### src/design/wfp_pkg.sv
package wfp_pkg;

    typedef enum logic [2:0] {
        PH_B0    = 3'd0,
        PH_B1    = 3'd1,
        PH_EXT16 = 3'd2,
        PH_EXT64 = 3'd3,
        PH_KEY   = 3'd4,
        PH_DATA  = 3'd5
    } phase_t;

    localparam logic [6:0] LEN_CODE_EXT16 = 7'd126;
    localparam logic [6:0] LEN_CODE_EXT64 = 7'd127;
    localparam logic [3:0] EXT16_BYTES    = 4'd2;
    localparam logic [3:0] EXT64_BYTES    = 4'd8;
    localparam logic [3:0] KEY_BYTES      = 4'd4;

    localparam logic KIND_HEADER  = 1'b0;
    localparam logic KIND_PAYLOAD = 1'b1;

    localparam int TDATA_W = 88;

    typedef struct packed {
        logic        kind;
        logic        fin_bit;
        logic [2:0]  reserved_bits;
        logic [3:0]  frame_opcode;
        logic        mask_present;
        logic [63:0] payload_length;
        logic [7:0]  payload_byte;
        logic        last;
        logic        length_error;
    } result_t;

endpackage

### src/design/websocket_frame_parser_unit.sv
// WebSocket (RFC 6455) frame deframer. Raw stream bytes enter on s_tdata, one
// per transfer, and the block takes one byte every cycle unless m_tready holds
// the output back. A byte is registered in the input stage, and its result is
// registered in the output stage. Header bytes give no result until the header
// is complete (length, extended length and masking key); then one header
// result comes out (m_tuser = 0), followed by one unmasked payload byte per
// input byte (m_tuser = 1). m_tlast marks the final result of a frame: the
// last payload byte, or the header itself for an empty payload or a 64-bit
// length with its top bit set (length_error), in which case the frame is
// dropped and the next byte starts a new header. Extended lengths are read
// most significant byte first. The combinational parse step, dominated by the
// 64-bit remaining-count decrement, sets the clock rate.
module websocket_frame_parser_unit (
    input  logic                        aclk,
    input  logic                        aresetn,
    input  logic                        s_tvalid,
    output logic                        s_tready,
    input  logic [7:0]                  s_tdata,   // [7:0] data_byte
    output logic                        m_tvalid,
    input  logic                        m_tready,
    // [0] fin_bit, [3:1] reserved_bits, [7:4] frame_opcode, [8] mask_present,
    // [72:9] payload_length, [80:73] payload_byte, [81] length_error, rest zero
    output logic [wfp_pkg::TDATA_W-1:0] m_tdata,
    output logic                        m_tuser,   // [0] kind
    output logic                        m_tlast
);

    import wfp_pkg::*;

    logic       advance;
    logic       in_valid;
    logic [7:0] in_byte;
    logic       fire;
    logic       res_valid;
    result_t    res;

    assign fire = in_valid && advance;

    wfp_in_stage u_in (
        .aclk     (aclk),
        .aresetn  (aresetn),
        .s_tvalid (s_tvalid),
        .s_tready (s_tready),
        .s_tdata  (s_tdata),
        .advance  (advance),
        .in_valid (in_valid),
        .in_byte  (in_byte)
    );

    wfp_parser u_parser (
        .aclk      (aclk),
        .aresetn   (aresetn),
        .fire      (fire),
        .in_byte   (in_byte),
        .res_valid (res_valid),
        .res       (res)
    );

    wfp_out_stage u_out (
        .aclk      (aclk),
        .aresetn   (aresetn),
        .fire      (fire),
        .res_valid (res_valid),
        .res       (res),
        .advance   (advance),
        .m_tvalid  (m_tvalid),
        .m_tready  (m_tready),
        .m_tdata   (m_tdata),
        .m_tuser   (m_tuser),
        .m_tlast   (m_tlast)
    );

endmodule

### src/design/wfp_in_stage.sv
module wfp_in_stage (
    input  logic       aclk,
    input  logic       aresetn,
    input  logic       s_tvalid,
    output logic       s_tready,
    input  logic [7:0] s_tdata,
    input  logic       advance,
    output logic       in_valid,
    output logic [7:0] in_byte
);

    logic       valid_reg;
    logic [7:0] byte_reg;

    assign s_tready = !valid_reg || advance;
    assign in_valid = valid_reg;
    assign in_byte  = byte_reg;

    always_ff @(posedge aclk) begin
        if (!aresetn) begin
            valid_reg <= 1'b0;
        end else if (s_tready) begin
            valid_reg <= s_tvalid;
        end
    end

    always_ff @(posedge aclk) begin
        if (s_tvalid && s_tready) begin
            byte_reg <= s_tdata;
        end
    end

endmodule

### src/design/wfp_parser.sv
module wfp_parser (
    input  logic             aclk,
    input  logic             aresetn,
    input  logic             fire,
    input  logic [7:0]       in_byte,
    output logic             res_valid,
    output wfp_pkg::result_t res
);

    import wfp_pkg::*;

    phase_t      phase_reg, phase_next;
    logic [7:0]  hdr_reg, hdr_next;
    logic        mask_reg, mask_next;
    logic [63:0] len_reg, len_next;
    logic [3:0]  cnt_reg, cnt_next;
    logic [31:0] key_reg, key_next;
    logic [63:0] remain_reg, remain_next;
    logic [1:0]  kidx_reg, kidx_next;

    logic [3:0]  cnt_inc;
    logic [63:0] len_shift;
    logic [7:0]  key_byte;
    logic        emit_hdr;
    logic        hdr_bad;
    logic        hdr_empty;

    assign cnt_inc   = cnt_reg + 4'd1;
    assign len_shift = {len_reg[55:0], in_byte};

    always_comb begin
        case (kidx_reg)
            2'd0:    key_byte = key_reg[31:24];
            2'd1:    key_byte = key_reg[23:16];
            2'd2:    key_byte = key_reg[15:8];
            default: key_byte = key_reg[7:0];
        endcase
    end

    always_comb begin
        phase_next  = phase_reg;
        hdr_next    = hdr_reg;
        mask_next   = mask_reg;
        len_next    = len_reg;
        cnt_next    = cnt_reg;
        key_next    = key_reg;
        remain_next = remain_reg;
        kidx_next   = kidx_reg;
        emit_hdr    = 1'b0;
        res_valid   = 1'b0;

        res.kind           = KIND_HEADER;
        res.fin_bit        = hdr_reg[7];
        res.reserved_bits  = hdr_reg[6:4];
        res.frame_opcode   = hdr_reg[3:0];
        res.mask_present   = mask_reg;
        res.payload_length = 64'd0;
        res.payload_byte   = 8'd0;
        res.last           = 1'b0;
        res.length_error   = 1'b0;

        unique case (phase_reg)
            PH_B0: begin
                hdr_next   = in_byte;
                mask_next  = 1'b0;
                key_next   = 32'd0;
                len_next   = 64'd0;
                cnt_next   = 4'd0;
                phase_next = PH_B1;
            end
            PH_B1: begin
                mask_next = in_byte[7];
                res.mask_present = in_byte[7];
                cnt_next  = 4'd0;
                len_next  = 64'd0;
                if (in_byte[6:0] == LEN_CODE_EXT16) begin
                    phase_next = PH_EXT16;
                end else if (in_byte[6:0] == LEN_CODE_EXT64) begin
                    phase_next = PH_EXT64;
                end else begin
                    len_next = {57'd0, in_byte[6:0]};
                    if (in_byte[7]) begin
                        phase_next = PH_KEY;
                    end else begin
                        emit_hdr = 1'b1;
                    end
                end
            end
            PH_EXT16, PH_EXT64: begin
                len_next = len_shift;
                cnt_next = cnt_inc;
                if (cnt_inc >= ((phase_reg == PH_EXT16) ? EXT16_BYTES : EXT64_BYTES)) begin
                    if (mask_reg) begin
                        cnt_next   = 4'd0;
                        phase_next = PH_KEY;
                    end else begin
                        emit_hdr = 1'b1;
                    end
                end
            end
            PH_KEY: begin
                key_next = {key_reg[23:0], in_byte};
                cnt_next = cnt_inc;
                if (cnt_inc >= KEY_BYTES) begin
                    emit_hdr = 1'b1;
                end
            end
            PH_DATA: begin
                kidx_next          = kidx_reg + 2'd1;
                remain_next        = remain_reg - 64'd1;
                res_valid          = 1'b1;
                res.kind           = KIND_PAYLOAD;
                res.payload_byte   = in_byte ^ key_byte;
                if (remain_reg == 64'd1) begin
                    res.last   = 1'b1;
                    phase_next = PH_B0;
                end
            end
            default: begin
                phase_next = PH_B0;
            end
        endcase

        hdr_bad   = len_next[63];
        hdr_empty = (len_next == 64'd0);
        if (emit_hdr) begin
            res_valid          = 1'b1;
            res.kind           = KIND_HEADER;
            res.payload_length = len_next;
            res.length_error   = hdr_bad;
            if (hdr_bad || hdr_empty) begin
                res.last   = 1'b1;
                phase_next = PH_B0;
            end else begin
                remain_next = len_next;
                kidx_next   = 2'd0;
                phase_next  = PH_DATA;
            end
        end
    end

    always_ff @(posedge aclk) begin
        if (!aresetn) begin
            phase_reg  <= PH_B0;
            hdr_reg    <= 8'd0;
            mask_reg   <= 1'b0;
            len_reg    <= 64'd0;
            cnt_reg    <= 4'd0;
            key_reg    <= 32'd0;
            remain_reg <= 64'd0;
            kidx_reg   <= 2'd0;
        end else if (fire) begin
            phase_reg  <= phase_next;
            hdr_reg    <= hdr_next;
            mask_reg   <= mask_next;
            len_reg    <= len_next;
            cnt_reg    <= cnt_next;
            key_reg    <= key_next;
            remain_reg <= remain_next;
            kidx_reg   <= kidx_next;
        end
    end

endmodule

### src/design/wfp_out_stage.sv
module wfp_out_stage (
    input  logic                          aclk,
    input  logic                          aresetn,
    input  logic                          fire,
    input  logic                          res_valid,
    input  wfp_pkg::result_t              res,
    output logic                          advance,
    output logic                          m_tvalid,
    input  logic                          m_tready,
    output logic [wfp_pkg::TDATA_W-1:0]   m_tdata,
    output logic                          m_tuser,
    output logic                          m_tlast
);

    import wfp_pkg::*;

    logic    valid_reg;
    result_t res_reg;

    assign advance  = !valid_reg || m_tready;
    assign m_tvalid = valid_reg;
    assign m_tuser  = res_reg.kind;
    assign m_tlast  = res_reg.last;
    assign m_tdata  = {6'd0,
                       res_reg.length_error,
                       res_reg.payload_byte,
                       res_reg.payload_length,
                       res_reg.mask_present,
                       res_reg.frame_opcode,
                       res_reg.reserved_bits,
                       res_reg.fin_bit};

    always_ff @(posedge aclk) begin
        if (!aresetn) begin
            valid_reg <= 1'b0;
        end else if (advance) begin
            valid_reg <= fire && res_valid;
        end
    end

    always_ff @(posedge aclk) begin
        if (fire && res_valid) begin
            res_reg <= res;
        end
    end

endmodule

### config.mk
export PLATFORM = sky130hd
export DESIGN_NAME = websocket_frame_parser_unit
export DESIGN_NICKNAME = d
export VERILOG_FILES = /design/src/design/wfp_pkg.sv /design/src/design/websocket_frame_parser_unit.sv /design/src/design/wfp_in_stage.sv /design/src/design/wfp_parser.sv /design/src/design/wfp_out_stage.sv
export SDC_FILE = /design/constraint.sdc
export NUM_CORES = 1
export LEC_CHECK = 0
export ABC_AREA = 1
export ABC_CLOCK_PERIOD_IN_PS = 11100
export BUFFER_PORTS_ARGS = -buffer_cell sky130_fd_sc_hd__buf_2
export CAP_MARGIN = 20
export CORE_MARGIN = 4
export CORE_UTILIZATION = 42
export DETAILED_ROUTE_END_ITERATION = 6
export REMOVE_ABC_BUFFERS = 1
export SETUP_SLACK_MARGIN = 0.05
export SLEW_MARGIN = 20
export SYNTH_ARGS = -nofsm -noshare
export SYNTH_HDL_FRONTEND = slang
export SYNTH_SLANG_ARGS = --single-unit
### constraint.sdc
create_clock -name aclk -period 11.1 [get_ports aclk]
set_input_delay 0.555 -clock aclk [delete_from_list [all_inputs] [get_ports aclk]]
set_output_delay 0.555 -clock aclk [all_outputs]
set_load 0.01 [all_outputs]
==> impl_metrics.py, run 1 <==
metrics = {
    "detailed_routing": {
        "drc": 0,
        "postRouteAntennaNets": 0,
        "drtIter0Drc": 1084,
        "wl_per_cell_um": 18.4,
        "routed_wl_um": 43400,
        "firstDrtPassIters": 6,
        "vias": 12400,
        "vias_per_cell": 5.25,
    },
    "timing": {
        "period_share_pct": 40.3,
        "finClkSkew_ns": 0.0167,
        "fmax_mhz": 224,
        "holdWs_ns": 0.156,
        "tns_ns": 0,
        "period_needed_ns": 4.47,
        "setup_viol": 0,
        "final-max-slew-violation-count": 0,
        "worst_slew_pin_slew_ns": 1.08,
        "rsz0062_at_grt": "false",
        "postLayoutSetupSlackWorst_ns": 6.63,
        "hold_viol_final": 0,
        "relSlewSlack_pct": 27.6,
    },
    "synth": {
        "synth_seq_cells": 271,
        "synthFlopType": "dfxtp_1",
        "synth_area_leader_cell": "dfxtp_1",
        "synth_top_area_share_pct": 26.3,
        "synthCells": 1849,
        "synth_area_sq_mm": 0.0137,
        "synthTopCellsByArea": "dfxtp_1 26%, edfxtp_1 20%, nand2_1 9.3%, nor2_1 8.4%, a21oi_1 6.2%",
        "synth_edf_count": 91,
        "avgSynthCellArea_sq_um": 7.41,
        "ys_seq_area_share_pct": 46.2,
        "synth_cell_type_count": 50,
        "synth_async_sr_flop_share_pct": 0,
        "ys_warn_count": 0,
    },
    "global_route": {
        "overflow": 0,
        "grt_util_all_layers_pct": 23.9,
        "grt_max_degree": 89,
        "grt_pass1_vias": 11900,
        "grt_pass1_wl_um": 67900,
        "antenna_found_initial": 1,
    },
    "clock_network": {
        "cts_buffers": 31,
        "post_cts_buffers": 0,
        "clock_path_buffers": 3,
        "cts_root_buffer": "clkbuf_16",
        "cts.sinks": 271,
        "cts.repair.resized": 0,
        "htree_levels": 1,
        "ctsHoldBuffers": 0,
        "clkLatencyLatePin_ns": 0.57,
        "cts_tree": "yes",
        "clkSlewWorstSetupHoldPaths_ns": 0.06,
    },
    "job": {
        "maxCapViolations": 0,
    },
    "placement": {
        "dp_hpwl_um": 30500,
        "place_congestion": 0.947,
        "port-buffer-count": 97,
        "pre_cts_ws_ns": 6.71,
    },
    "floorplan": {
        "initial_core_util_pct": 43.0,
        "fp.dieW_um": 189,
        "ios": 104,
        "core_sq_mm": 0.0319,
        "dieArea_sq_mm": 0.0356,
        "die_y_um": 189,
        "rows": 65,
    },
    "worst_setup_path": {
        "crit_path_end_kind": "flop",
        "critPathLaunchType": "flop",
        "crit_required_ns": 11.55,
        "arrival_ns": 4.92,
        "critPathMaxFanout": 44,
        "critPathKind": "reg2reg",
    },
    "finish": {
        "finalCoreUtilization_pct": 48.4,
        "drive_gt1_share_pct": 10.7,
        "fin_nets": 1920,
        "largest_register_ffs": 81,
        "n_antenna_cell": 0,
        "syn_to_final_growth_pct": 12.5,
    },
    "hold_path": {
        "hold_path.class": "in2reg",
    },
    "status": {
        "outcome": "finished clean",
    },
    "power": {
        "p_per_area_mw_per_mm2": 159,
        "leakage_uw": 0.00641,
        "peakVddDrop_v": 0.000119,
    },
}
-- layout by cell type, fill, tap and decap left out, drive strengths merged --
cell type,netlist,final
buf,36,106
inv,222,225
edfxtp,91,91
o211ai,3,3
o22ai,14,14
nor4,3,3
or2,5,5
clkbuf,58,34
a22o,1,1
nand2,347,347
a21boi,1,1
o21ai,180,180
a21o,1,1
bufinv,0,5
clkinvlp,0,4
mux2i,1,1
a211oi,17,17
nor3,38,38
nor2,314,314
and3,1,1
nand3,66,66
clkinv,0,12
xnor2,7,7
xor2,49,49
o21a,1,1
nor3b,4,4
ha,9,9
a21oi,169,169
nand3b,2,2
conb,1,6
dfxtp,180,180
nand4,11,11
a22oi,1,1
a31oi,16,16
-- cells in the mapped netlist (7+ instances only) --
| library cell | n |
|---|---|
| nand4_1 | 11 |
| buf_1 | 7 |
| buf_2 | 9 |
| edfxtp_1 | 91 |
| o22ai_1 | 14 |
| nor2_1 | 307 |
| nand2_1 | 339 |
| nand3_1 | 63 |
| a31oi_1 | 16 |
| a211oi_1 | 17 |
| o21ai_0 | 133 |
| buf_4 | 11 |
| ha_1 | 9 |
| o21ai_1 | 46 |
| inv_2 | 8 |
| buf_6 | 9 |
| a21oi_1 | 169 |
| xor2_1 | 49 |
| nor3_1 | 29 |
| clkbuf_1 | 58 |
| dfxtp_1 | 180 |
| inv_1 | 213 |
| xnor2_1 | 7 |
| nor3_2 | 9 |
-- power by group --
| group | internal, uW | switching, uW |
|---|---|---|
| Combinational | 82.7 | 216 |
| Clock | 629 | 427 |
| Sequential | 1060 | 40.3 |
| Total | 1770 | 684 |
-- per-layer routing --
metal	global-route usage, %	vias to the layer above	wire, um	part of all wire (%)
met3	3.00	108	2380	5.5
met2	40.2	408	20500	47
li1	-	6111	-	-
met4	9.98	2	2040	4.7
met5	0	-	13	0.030
met1	31.1	5760	18400	42
-- worst max-delay path, cell delays in order (launching register included) --
cell and delay (ns):
dfxtp_4 0.66, inv_2 0.34, nand2_4 0.45, o21ai_0 0.27, nor2_1 0.22, nand3_1 0.10, nor2_1 0.11, nand2_1 0.06
nor2_1 0.15, nand3_2 0.15, nand3_2 0.62, nand2_2 0.53, inv_2 0.44, nand2_1 0.08, nand2_1 0.07, nor2_1 0.04
-- cell families (layout without fill, tap and decap cells) --
family / count (synthesis) / in the layout / share of synthesized area [%]
xor gates and xnor gates: 56 / 56 / 3.58
and+or+nand+nor: 791 / 791 / 24.2
AOI/OAI and AO/OA: 404 / 404 / 15.5
adders and majority gates: 9 / 9 / 0.821
buffers and inverters: 316 / 386 / 9.57
muxes: 1 / 1 / 0.0730
other: 1 / 6 / 0.0274
DFF: 271 / 271 / 46.2
-- final timing paths --
check	start	end	slack, ns	cells after the start
worst max register to register	u_parser.phase_reg[2]	u_parser.remain_reg[48]	6.63	15
worst min register to register	u_parser.hdr_reg[3]	u_out.m_tdata[7]	0.42	0
worst max-delay path	u_parser.phase_reg[2]	u_parser.remain_reg[48]	6.63	15
worst min-delay path	s_tdata[5]	u_in.in_byte[5]	0.16	1
-- final cells by class --
cell class              instances  area [sq um]
inverters                     222           841
clock inverters                24           267
flip-flops and latches        271          6340
fillers                      3239         16500
multi-input cells            1267          6090
clock buffers                  34           787
repair buffers                106           553
well taps                     435           544
-- per-stage QoR --
stage	total power, uW	cell area [sq um]	cells
floorplan	1320	13300	1760
global placement	1410	14400	2301
global route	2560	15400	2359
finish	2460	15400	2359
detailed placement	1420	14400	2301
CTS	2470	15400	2359
No activity file was read; power rests on OpenSTA's default activity.
==> run 2, diff against run 1 <==
Settings changed: ABC_AREA 1 to 0, ABC_CLOCK_PERIOD_IN_PS 11100 to 4700.
Clock period 11.1 ns to 4.7 ns, I/O delays scaled along.
==> run 2 against run 1 <==
Die area down 6.7%. Flip-flop and latch count unchanged. Via count down 7.3%. Hold slack worse by 0.11 ns. First-iteration DRC count up 23%. Critical path depth down 7. Non-clock buffer count up 32. Final cell count down 19%. Clock power up 120%. Final area down 5.2%.
==> impl_metrics.py, run 2 <==
metrics = {
    "synth": {
        "synth_cell_type_count": 76,
        "synth_compound_area_share_pct": 20.4,
        "synth.area.mux_share_pct": 0.893,
        "synth_xor_xnor_area_share_pct": 0.687,
        "synth_top_family_by_area": "simple AND/OR/NAND/NOR gates",
        "synth_async_sr_flop_share_pct": 0,
        "ys_warn_count": 0,
        "synthSimpleGateAreaFrac_pct": 22.9,
        "synth_edf_count": 91,
        "synth_area_sq_mm": 0.0128,
        "synth_seq_cells": 271,
        "avgSynthCellArea_sq_um": 8.90,
        "synthCells": 1433,
        "ys_seq_area_share_pct": 49.7,
        "synth_fa_ha_area_share_pct": 0.883,
        "synth_area_leader_cell": "dfxtp_1",
        "ys_top_cells_by_count": "186 x nor2_1, 180 x dfxtp_1, 132 x nand2_1",
        "synthFlopType": "dfxtp_1",
        "synth.most_common_cell": "nor2_1",
        "synth_top_area_share_pct": 28.3,
        "synthTopCellsByArea": "dfxtp_1 28%, edfxtp_1 21%, nor2_1 5.5%, a21oi_1 5.1%, nand2_1 3.9%",
    },
    "clock_network": {
        "cts_tree": "yes",
        "ctsHoldBuffers": 9,
        "htree_levels": 1,
        "cts.repair.resized": 0,
        "clock_path_buffers": 3,
        "cts_buffers": 30,
        "cts.sinks": 271,
        "clkLatencyLatePin_ns": 0.56,
        "clkSlewWorstSetupHoldPaths_ns": 0.06,
        "post_cts_buffers": 0,
        "cts_root_buffer": "clkbuf_16",
    },
    "timing": {
        "worst_slew_pin_slew_ns": 0.968,
        "hold_viol_final": 0,
        "finClkSkew_ns": 0.0115,
        "final-max-slew-violation-count": 0,
        "period_share_pct": 77.3,
        "fmax_mhz": 275,
        "postLayoutSetupSlackWorst_ns": 1.06,
        "rsz0062_at_grt": "false",
        "relSlewSlack_pct": 35.4,
        "period_needed_ns": 3.64,
        "setup_viol": 0,
    },
    "detailed_routing": {
        "vias_per_cell": 6.04,
        "drc": 0,
        "vias": 11500,
        "routed_wl_um": 40300,
        "wl_per_cell_um": 21.2,
        "postRouteAntennaNets": 0,
        "firstDrtPassIters": 6,
        "drtIter0Drc": 1338,
    },
    "worst_setup_path": {
        "crit_buf_inv": 2,
        "rr_worst_depth": 8,
        "crit_path_top_delay_cell": "a211oi_2",
        "cp.depth": 8,
        "critPathKind": "reg2reg",
        "critPathLaunchType": "flop",
        "arrival_ns": 4.09,
        "critPathMostFrequentCell": "buf_4",
        "crit_path_end_kind": "flop",
        "critical-path-top-delay-family": "compound AO/OA/AOI/OAI gates",
        "cp_slowest_stage_delay_ns": 0.84,
        "crit_required_ns": 5.15,
        "critPathMaxFanout": 48,
        "path_cells": "buf_4 -> nor3b_1 -> o221ai_1 -> a31o_2 -> a211oi_2 -> buf_4 -> o311a_1 -> nor4bb_1",
    },
    "finish": {
        "fin_nets": 1510,
        "largest_register_ffs": 81,
        "drive_gt1_share_pct": 14.1,
        "n_antenna_cell": 0,
        "layout_commonest_cell": "nor2_1",
        "final_cell_mix": "185 x nor2_1, 179 x dfxtp_1, 132 x nand2_1",
        "final_area_sq_mm": 0.0146,
        "syn_to_final_growth_pct": 14.7,
    },
    "floorplan": {
        "fp.dieW_um": 182,
        "die_y_um": 182,
        "dieArea_sq_mm": 0.0332,
        "ios": 104,
        "rows": 63,
        "initial_core_util_pct": 42.8,
        "core_sq_mm": 0.0298,
    },
    "hold_path": {
        "hold_depth": 4,
        "hold_path.class": "in2reg",
    },
    "placement": {
        "port-buffer-count": 97,
        "pre_cts_ws_ns": 1.17,
        "dpl_cell_area_sq_mm": 0.0135,
        "place_congestion": 0.945,
        "dp_hpwl_um": 27600,
    },
    "global_route": {
        "grt_max_degree": 84,
        "overflow": 0,
        "grt_util_all_layers_pct": 23.7,
        "antenna_found_initial": 1,
        "grt_pass1_vias": 10800,
        "grt_pass1_wl_um": 63200,
    },
    "power": {
        "leakage_uw": 0.00516,
        "peakVddDrop_v": 0.000260,
        "p_per_area_mw_per_mm2": 361,
    },
    "job": {
        "maxCapViolations": 0,
    },
    "status": {
        "outcome": "finished clean",
    },
}
[run 2: cell count changes after synthesis, moves of 49 or more]
cell     change
inv_1      -192
nand2_1    -207
o21ai_0     -92
xor2_1      -49
nor2_1     -121
a22oi_1     +62
[run 2: worst reg2reg max path, stage by stage, from the launching register on]
cell	delay, ns
dfxtp_4	0.61
buf_4	0.53
nor3b_1	0.32
o221ai_1	0.24
a31o_2	0.43
a211oi_2	0.85
buf_4	0.33
o311a_1	0.19
nor4bb_1	0.05
[run 2: logic make-up after synthesis]
group,after synthesis
AO/OA/AOI/OAI,390
XOR/XNOR,10
adder cells (fa/ha/maj),9
buffers and inverters,140
flip-flops,271
multiplexers,11
other,1
AND/OR/NAND/NOR,601
[run 2: cell type report]
| cell class | count | area [sq um] |
|---|---|---|
| Inverter | 21 | 81.3 |
| Timing Repair Buffer | 138 | 828 |
| Tap cell | 390 | 488 |
| Clock inverter | 18 | 154 |
| Multi-Input combinational cell | 1027 | 5910 |
| Sequential cell | 271 | 6340 |
| Clock buffer | 37 | 827 |
| Fill cell | 2848 | 15200 |
[run 2: metrics by stage]
| step | total power [uW] | setup TNS [ns] | hold WS, ns | utilization, % | instances |
|---|---|---|---|---|---|
| floorplan | 2810 | -523.85 | 0.334 | - | 1319 |
| global placement | 2970 | 0 | 0.412 | 45.5 | 1838 |
| detailed placement | 2980 | 0 | 0.413 | 45.5 | 1838 |
| CTS | 5310 | 0 | 0.0367 | 49.1 | 1902 |
| global route | 5480 | 0 | 0.0878 | 49.1 | 1902 |
| finish | 5270 | 0 | 0.0431 | 49.1 | 1902 |
[run 2: path summary, 6_finish.rpt]
check                                           start                       to  slack, ns
worst max-delay path            u_parser.phase_reg[2]  u_parser.remain_reg[30]       1.06
worst min-delay path                         m_tready           u_out.m_tvalid       0.04
worst max register to register  u_parser.phase_reg[2]  u_parser.remain_reg[30]       1.06
worst min register to register    u_parser.hdr_reg[3]         u_out.m_tdata[7]       0.44
[run 2: where the power goes]
part           switching [uW]  internal, uW
registers                64.8          2460
logic                     294           124
clock network             983          1350
total                    1340          3930
[run 2: routing by layer]
metal	wire, um	part of all wire (%)	GRT usage (%)	vias up
met5	15	0.037	0	-
met4	1620	4.0	9.28	2
met3	3110	7.7	4.29	95
met2	18400	46	37.3	482
met1	17200	43	32.7	5455
li1	-	-	-	5451
